<file path="config.mk">
export PLATFORM = sky130hd
export DESIGN_NAME = tcs_front
export DESIGN_NICKNAME = d
export VERILOG_FILES = /design/src/hw/rtl/tcs_pkg.sv /design/src/hw/rtl/tcs_front.sv
export SDC_FILE = /design/constraint.sdc
export NUM_CORES = 1
export LEC_CHECK = 0
export BUFFER_PORTS_ARGS = -buffer_cell sky130_fd_sc_hd__clkbuf_2
export CORE_AREA = 2 2 78 80
export DETAILED_ROUTE_END_ITERATION = 16
export DIE_AREA = 0 0 80 82
export PLACE_DENSITY_LB_ADDON = 0.3
export SLEW_MARGIN = 25
export SYNTH_ARGS = -nofsm -noshare
export SYNTH_HDL_FRONTEND = slang
export SYNTH_SLANG_ARGS = --single-unit
</file>
<file path="constraint.sdc">
create_clock -name clock -period 4.2 [get_ports clock]
set_clock_uncertainty 0.1 [all_clocks]
set_input_delay 0.21 -clock clock [delete_from_list [all_inputs] [get_ports clock]]
set_output_delay 0.21 -clock clock [all_outputs]
set_load 0.02 [all_outputs]
</file>
<file path="src/hw/rtl/tcs_pkg.sv">
package tcs_pkg;

   localparam int TIME_BITS_DEFAULT = 32;
   localparam int MAX_STEPS         = 3;
   localparam int CUE_COUNT         = 17;
   localparam int ROM_STEPS         = 3;
   localparam int QUEUE_DEPTH       = 2;
   localparam int QPTR_W            = $clog2(QUEUE_DEPTH);
   localparam int QCNT_W            = $clog2(QUEUE_DEPTH + 1);

   localparam logic [1:0] ACT_TICK = 2'd0;
   localparam logic [1:0] ACT_PLAY = 2'd1;
   localparam logic [1:0] ACT_STOP = 2'd2;

   localparam logic REG_ENABLED  = 1'b0;
   localparam logic REG_ATTACHED = 1'b1;

   typedef struct packed {
      logic [1:0]  action;
      logic [4:0]  cue;
      logic [31:0] now_ms;
   } req_type;

   typedef struct packed {
      logic        tone_on;
      logic [11:0] frequency_hz;
      logic [8:0]  tone_limit_ms;
      logic        playing;
   } rsp_type;

   typedef enum logic [1:0] {
      OP_TICK,
      OP_PLAY,
      OP_STOP,
      OP_NONE
   } op_kind_type;

   typedef struct packed {
      op_kind_type kind;
      logic [4:0]  cue;
      logic [31:0] now_ms;
   } op_type;

   typedef struct packed {
      logic [11:0] freq;
      logic [8:0]  dur;
      logic [6:0]  gap;
   } step_type;

   typedef step_type [0:ROM_STEPS-1] row_type;

   function automatic logic [1:0] cue_steps(input logic [4:0] cue);
      logic [1:0] n;
      unique case (cue)
         5'd0, 5'd5, 5'd10, 5'd13, 5'd14, 5'd15:                    n = 2'd3;
         5'd1, 5'd6, 5'd9:                                          n = 2'd1;
         5'd2, 5'd3, 5'd4, 5'd7, 5'd8, 5'd11, 5'd12, 5'd16:          n = 2'd2;
         default:                                                   n = 2'd0;
      endcase
      return n;
   endfunction

   function automatic step_type rom_step(input logic [4:0] cue, input logic [1:0] step);
      row_type  row;
      step_type s;
      unique case (cue)
         5'd0:  row = '{'{12'd1050, 9'd80, 7'd30}, '{12'd1450, 9'd80, 7'd30},
                       '{12'd1950, 9'd120, 7'd0}};
         5'd1:  row = '{'{12'd1850, 9'd45, 7'd0}, '{12'd0, 9'd0, 7'd0},
                       '{12'd0, 9'd0, 7'd0}};
         5'd2:  row = '{'{12'd900, 9'd100, 7'd45}, '{12'd1200, 9'd150, 7'd0},
                       '{12'd0, 9'd0, 7'd0}};
         5'd3:  row = '{'{12'd1250, 9'd100, 7'd45}, '{12'd1250, 9'd150, 7'd0},
                       '{12'd0, 9'd0, 7'd0}};
         5'd4:  row = '{'{12'd1200, 9'd100, 7'd45}, '{12'd1750, 9'd150, 7'd0},
                       '{12'd0, 9'd0, 7'd0}};
         5'd5:  row = '{'{12'd1000, 9'd80, 7'd35}, '{12'd1400, 9'd80, 7'd35},
                       '{12'd1900, 9'd140, 7'd0}};
         5'd6:  row = '{'{12'd1550, 9'd100, 7'd0}, '{12'd0, 9'd0, 7'd0},
                       '{12'd0, 9'd0, 7'd0}};
         5'd7:  row = '{'{12'd1200, 9'd100, 7'd45}, '{12'd1850, 9'd160, 7'd0},
                       '{12'd0, 9'd0, 7'd0}};
         5'd8:  row = '{'{12'd1500, 9'd100, 7'd45}, '{12'd950, 9'd160, 7'd0},
                       '{12'd0, 9'd0, 7'd0}};
         5'd9:  row = '{'{12'd750, 9'd160, 7'd0}, '{12'd0, 9'd0, 7'd0},
                       '{12'd0, 9'd0, 7'd0}};
         5'd10: row = '{'{12'd1250, 9'd150, 7'd50}, '{12'd1650, 9'd150, 7'd50},
                       '{12'd2150, 9'd300, 7'd0}};
         5'd11: row = '{'{12'd1800, 9'd140, 7'd60}, '{12'd1150, 9'd220, 7'd0},
                       '{12'd0, 9'd0, 7'd0}};
         5'd12: row = '{'{12'd360, 9'd160, 7'd70}, '{12'd360, 9'd200, 7'd0},
                       '{12'd0, 9'd0, 7'd0}};
         5'd13: row = '{'{12'd1500, 9'd120, 7'd40}, '{12'd2000, 9'd160, 7'd40},
                       '{12'd2500, 9'd250, 7'd0}};
         5'd14: row = '{'{12'd430, 9'd160, 7'd60}, '{12'd330, 9'd200, 7'd60},
                       '{12'd430, 9'd280, 7'd0}};
         5'd15: row = '{'{12'd900, 9'd220, 7'd80}, '{12'd650, 9'd300, 7'd80},
                       '{12'd450, 9'd450, 7'd0}};
         5'd16: row = '{'{12'd800, 9'd100, 7'd45}, '{12'd1400, 9'd180, 7'd0},
                       '{12'd0, 9'd0, 7'd0}};
         default: row = '{'{12'd1050, 9'd80, 7'd30}, '{12'd1450, 9'd80, 7'd30},
                         '{12'd1950, 9'd120, 7'd0}};
      endcase
      unique case (step)
         2'd1:    s = row[1];
         2'd2:    s = row[2];
         default: s = row[0];
      endcase
      return s;
   endfunction

endpackage

</file>
<file path="src/hw/rtl/tcs_front.sv">
module tcs_front (
   input  logic            clock,
   input  logic            reset,
   input  logic            req_push,
   output logic            req_full,
   input  tcs_pkg::req_type req_data,
   output logic            op_valid,
   output tcs_pkg::op_type op_data,
   input  logic            op_pop
);
   import tcs_pkg::*;

   op_type             queue_ff [QUEUE_DEPTH];
   logic [QPTR_W-1:0]  wr_ptr_ff, wr_ptr_in;
   logic [QPTR_W-1:0]  rd_ptr_ff, rd_ptr_in;
   logic [QCNT_W-1:0]  count_ff, count_in;
   logic               do_push, do_pop;
   op_type             classified;

   always_comb begin
      classified.cue    = req_data.cue;
      classified.now_ms = req_data.now_ms;
      unique case (req_data.action)
         ACT_TICK: classified.kind = OP_TICK;
         ACT_PLAY: classified.kind = OP_PLAY;
         ACT_STOP: classified.kind = OP_STOP;
         default:  classified.kind = OP_NONE;
      endcase
   end

   assign req_full = (count_ff == QCNT_W'(QUEUE_DEPTH));
   assign op_valid = (count_ff != '0);
   assign op_data  = queue_ff[rd_ptr_ff];
   assign do_push  = req_push && !req_full;
   assign do_pop   = op_pop && op_valid;

   always_comb begin
      wr_ptr_in = do_push ? wr_ptr_ff + 1'b1 : wr_ptr_ff;
      rd_ptr_in = do_pop ? rd_ptr_ff + 1'b1 : rd_ptr_ff;
      count_in  = count_ff + QCNT_W'(do_push) - QCNT_W'(do_pop);
   end

   always_ff @(posedge clock) begin
      if (reset) begin
         wr_ptr_ff <= '0;
         rd_ptr_ff <= '0;
         count_ff  <= '0;
      end else begin
         wr_ptr_ff <= wr_ptr_in;
         rd_ptr_ff <= rd_ptr_in;
         count_ff  <= count_in;
      end
   end

   always_ff @(posedge clock) begin
      if (do_push) begin
         queue_ff[wr_ptr_ff] <= classified;
      end
   end

endmodule

</file>
## Word-level counts from Yosys, hierarchy flattened

Memory sizes are Yosys's and may differ from the RTL's. A register that Yosys moved wholly into a read port is not among the register bits.
Cells that the tools add are included.

- Register bits: 4
- Bits in writable memories: 78
- Output and inout bits: 41
- Logic and storage cells: 21
- Memories kept: 1

Memory list:

| memory | depth | width | read ports | clocked after memory_dff | wr ports | line | text |
|---|---|---|---|---|---|---|---|
| queue_ff | 2 | 39 | 1 | 1 | 1 | tcs_front.sv:13 | `op_type queue_ff [QUEUE_DEPTH];` |

- Add/sub/neg operators: 4
- Eq/ne operators: 3
- Multiplexer cells: 5
- Reductions and logical operators: 5

Operators with widths:

| operator | number |
|---|---|
| 2-bit one-hot mux with 3 select lines | 1 |
| 2-bit == test, second input constant | 2 |
| 1-bit 2-to-1 mux | 4 |
| 1-bit adder, second input constant | 2 |
| 2-bit by 1-bit adder with 2-bit output | 1 |
| 2-bit by 1-bit == test with 1-bit output, second input constant | 1 |
| 1-bit logical AND | 2 |
| 2-bit zero test | 1 |
| 2-bit nonzero test | 1 |
| 2-bit by 1-bit subtractor with 2-bit output | 1 |
| 1-bit zero test | 1 |

## Depth between registers and ports, before layout

- Depth in word-level cells: 5
- Depth in mapped cells: 8
- Depth with buffers taken out: 8

## Worst setup path after synthesis

Ideal clock, no wire load.

- Path kind: register to register
- Start point: register count_ff[0]
- End point: memory queue_ff[0][0] (netlist name), enable pin
- Library setup time: 0.394 ns
- Arrival: 1.648 ns
- Required time: 3.706 ns
- Path slack: 2.058 ns
- Stages on the path, launching flop included: 5
- Buffers on the path: 0
- Period minus slack after synthesis: 2.142 ns
- Path through: dfxtp_1 > nand2b_2 > inv_2 > or3_1 > inv_1

- Longest elaborated chain between the ends: 5

Ends and longest elaborated chain:

| element | line | text |
|---|---|---|
| start: declaration | tcs_front.sv:16 | `logic [QCNT_W-1:0] count_ff, count_in;` |
| start signal: assignment | tcs_front.sv:51 | `count_ff <= count_in;` |
| 2-bit == test | tcs_front.sv:31 | `assign req_full = (count_ff == QCNT_W'(QUEUE_DEPTH));` |
| named net req_full | tcs_front.sv:5 | `output logic req_full,` |
| 1-bit zero test | tcs_front.sv:34 | `assign do_push = req_push && !req_full;` |
| 1-bit logical AND | tcs_front.sv:34 |  |
| 1-bit 2-to-1 mux | tcs_front.sv:56 | `if (do_push) begin` |
| 1-bit 2-to-1 mux (not written as such) | tcs_front.sv:57 | `queue_ff[wr_ptr_ff] <= classified;` |
| end: declaration | tcs_front.sv:13 |  |

The timed path passes the listed nets, and every way through them passes these cells.

## Final worst setup path

- Start point: register count_ff[0]
- End point: memory queue_ff[0][5] (netlist name), enable pin

- Longest elaborated chain between the ends: 5

Ends and longest elaborated chain:

| element | line |
|---|---|
| 2-bit == test | tcs_front.sv:31 |
| 1-bit zero test | tcs_front.sv:34 |
| 1-bit logical AND | tcs_front.sv:34 |
| 1-bit 2-to-1 mux | tcs_front.sv:56 |
| 1-bit 2-to-1 mux (not written as such) | tcs_front.sv:57 |

No other way between the ends.

==> impl_metrics.tcl <==
set metrics [dict create \
    drtIter0Drc 56 \
    area_growth_pct 34.86 \
    io_buffers 83 \
    grt-ovfl-total 0 \
    worstHoldPathType "primary input to flip-flop" \
    slew_violations 0 \
    p_sw_frac 0.3109 \
    cp_data_arrival_time_ns 2.25 \
    worstMarginPinSlew_ns 0.9237 \
    end_kind "flip-flop" \
    start_util 0.5316 \
    grt_pass1_wl_um 7997 \
    cts_root_buffer "clkbuf_8" \
    max_clock_freq_mhz 431.4 \
    syn-num-nets 195 \
    yosys_register_bits 83 \
    instances_no_fill 359 \
    hpwl_um 3170 \
    hold_viol 0 \
    post_cts_buffers 0 \
    ir_worst_vdd_mv 0.4099 \
    slew-limit-headroom 0.3842 \
    finalSetupViolations 0 \
    via_per_inst 4.758 \
    worstSetupPathType "flip-flop to flip-flop" \
    period_needed_ns 2.318 \
    cts_max_level 3 \
    die_area_sq_um 6560 \
    diodes 0 \
    dp.cells 303 \
    chipWidth_um 80 \
    cts_sinks 83 \
    antenna_found_initial 0 \
    postRouteWirelength_um 5392 \
    intPower_uw 1627 \
    vias 1708 \
    place_congestion 0.6895 \
    nNetsFinal 324 \
    avgSynthCellArea_sq_um 20.36 \
    path_clk_slew_ns 0.08 \
    grt_usage 0.1704 \
    coreArea_sq_um 5746 \
    required_ns 4.13 \
    path_max_fanout 20 \
    grt_pass1_vias 1725 \
    post-route-period-util 0.5520 \
    drv_cap 0 \
    ios 84 \
    numCtsBuffers 9 \
    tns_ns 0 \
    powerDensity_nw_per_um2 573.1 \
    syn_inst 150 \
    synth_warnings 0 \
    power_switching_uw 733.8 \
    ant_nets 0 \
    rows 28 \
    synth_cell_type_count 24 \
    grt_setup_unrepaired "false" \
    clk_latency_ns 0.34 \
    clock_path_buffers 2 \
    grt_max_degree 40 \
    p_clk_frac 0.224 \
    seqPwrFrac 0.484 \
    synth_seq_area_share 0.7997 \
    leakage_uw 0.001606 \
    die-height_um 82 \
    r2r_slack_ns 1.88 \
    cp-start-kind "flip-flop" \
    cts_hold_buf 40 \
    wl_per_cell_um 15.02 \
    cts_tree "yes" \
    pwr-share-comb 0.292 \
    drcViolationCount 0 \
    first_pass_iters 4 \
    synth_area_sq_um 3054 \
    drive_gt1_frac 0.4965 \
    run_status "completed" \
    post_cts_resized 0 \
]
==> cells in the mapped netlist <==
cell type | count | share of area
a21oi_1 | 1 | 0.0016
and2_1 | 1 | 0.0020
and3_2 | 1 | 0.0025
buf_2 | 2 | 0.0033
buf_4 | 1 | 0.0025
buf_6 | 1 | 0.0037
clkbuf_1 | 2 | 0.0025
dfxtp_1 | 5 | 0.033
edfxtp_1 | 78 | 0.77
ha_1 | 2 | 0.0082
inv_1 | 3 | 0.0037
inv_2 | 1 | 0.0012
mux2_2 | 39 | 0.14
nand2_1 | 1 | 0.0012
nand2b_2 | 1 | 0.0029
nor2_1 | 3 | 0.0037
nor2b_1 | 1 | 0.0020
nor3_1 | 1 | 0.0016
o21a_1 | 1 | 0.0025
o21ai_0 | 1 | 0.0016
or2_2 | 1 | 0.0020
or3_1 | 1 | 0.0020
xnor2_1 | 1 | 0.0029
xor2_1 | 1 | 0.0029
==> routing by layer <==
metal | vias up | routed length [um] | track usage
met4 | 0 | 95 | 0.08136
met3 | 8 | 249 | 0.05165
met1 | 817 | 2311 | 0.2032
met2 | 51 | 2735 | 0.2850
li1 | 832 | - | -
met5 | - | 0 | 0
==> kinds of logic (layout without fill, tap and decap cells) <==
family          count (synthesis)  in the layout  share of synthesized area
compound gates                  3              3                   0.005733
xor+xnor                        2              2                   0.005736
fa+ha+maj                       2              2                   0.008192
buf+inv                        10            144                    0.01680
flops                          83             83                     0.7997
mux                            39             39                     0.1438
simple gates                   11             11                    0.02008
==> worst paths after layout <==
check | from | to | cells after the start
worst min register to register | wr_ptr_ff | wr_ptr_ff | 2
worst min-delay path | req_push | wr_ptr_ff | 4
worst max-delay path | count_ff[0] | queue_ff[0][5] | 5
worst max register to register | count_ff[0] | queue_ff[0][5] | 5
==> metrics by stage <==
step / hold WS, ns / util / total power [uW] / area, sq um / setup WS, ns
after global routing: 0.2029 / 0.7169 / 2478 / 4119 / 1.706
after detailed placement: 0.3048 / 0.6154 / 1827 / 3536 / 1.856
after floorplan: 0.1791 / - / 1617 / 3054 / 2.058
after global placement: 0.2999 / 0.6154 / 1815 / 3536 / 1.913
after CTS: 0.1487 / 0.7169 / 2380 / 4119 / 1.842
final: 0.1537 / 0.7169 / 2361 / 4119 / 1.882
==> final cells by class <==
cell class	count	area (sq um)
sequential	83	2444
fill	388	1627
timing repair buffer	124	823.3
multi-input combinational	57	560.5
clock buffer	9	123.9
tap	75	93.84
clock inverter	7	58.81
inverter	4	15.01
==> sequential cells by signal (all words and copies together) (netlist names), named ones only <==
name	count
count_ff	2
wr_ptr_ff	1
rd_ptr_ff	1
queue_ff	78
==> power by group through the flow <==
stage	clock network [uW]	registers, uW	logic [uW]
6_report	529	1140	688
5_1_grt	575	1160	742
4_1_cts	539	1150	695
3_5_place_dp	0	1160	662
3_3_place_gp	0	1160	656
2_1_floorplan	0	1100	518
==> critical path, stage by stage (launching register included) <==
cell	delay, ns
dfxtp_1	0.37
nand2b_2	0.16
inv_2	0.04
or3_1	0.33
inv_1	0.58
buf_4	0.41
==> layout by cell type, fill, tap and decap left out, types with 2 or more instances in the layout <==
| cell type | count |
|---|---|
| clkbuf_2 | 83 |
| dlygate4sd3_1 | 40 |
| ha_1 | 2 |
| edfxtp_1 | 78 |
| clkbuf_8 | 9 |
| clkinv_2 | 2 |
| mux2_2 | 39 |
| nor2_1 | 3 |
| clkinv_1 | 3 |
| inv_1 | 3 |
| dfxtp_1 | 4 |
(Power assumes the default switching activity.)
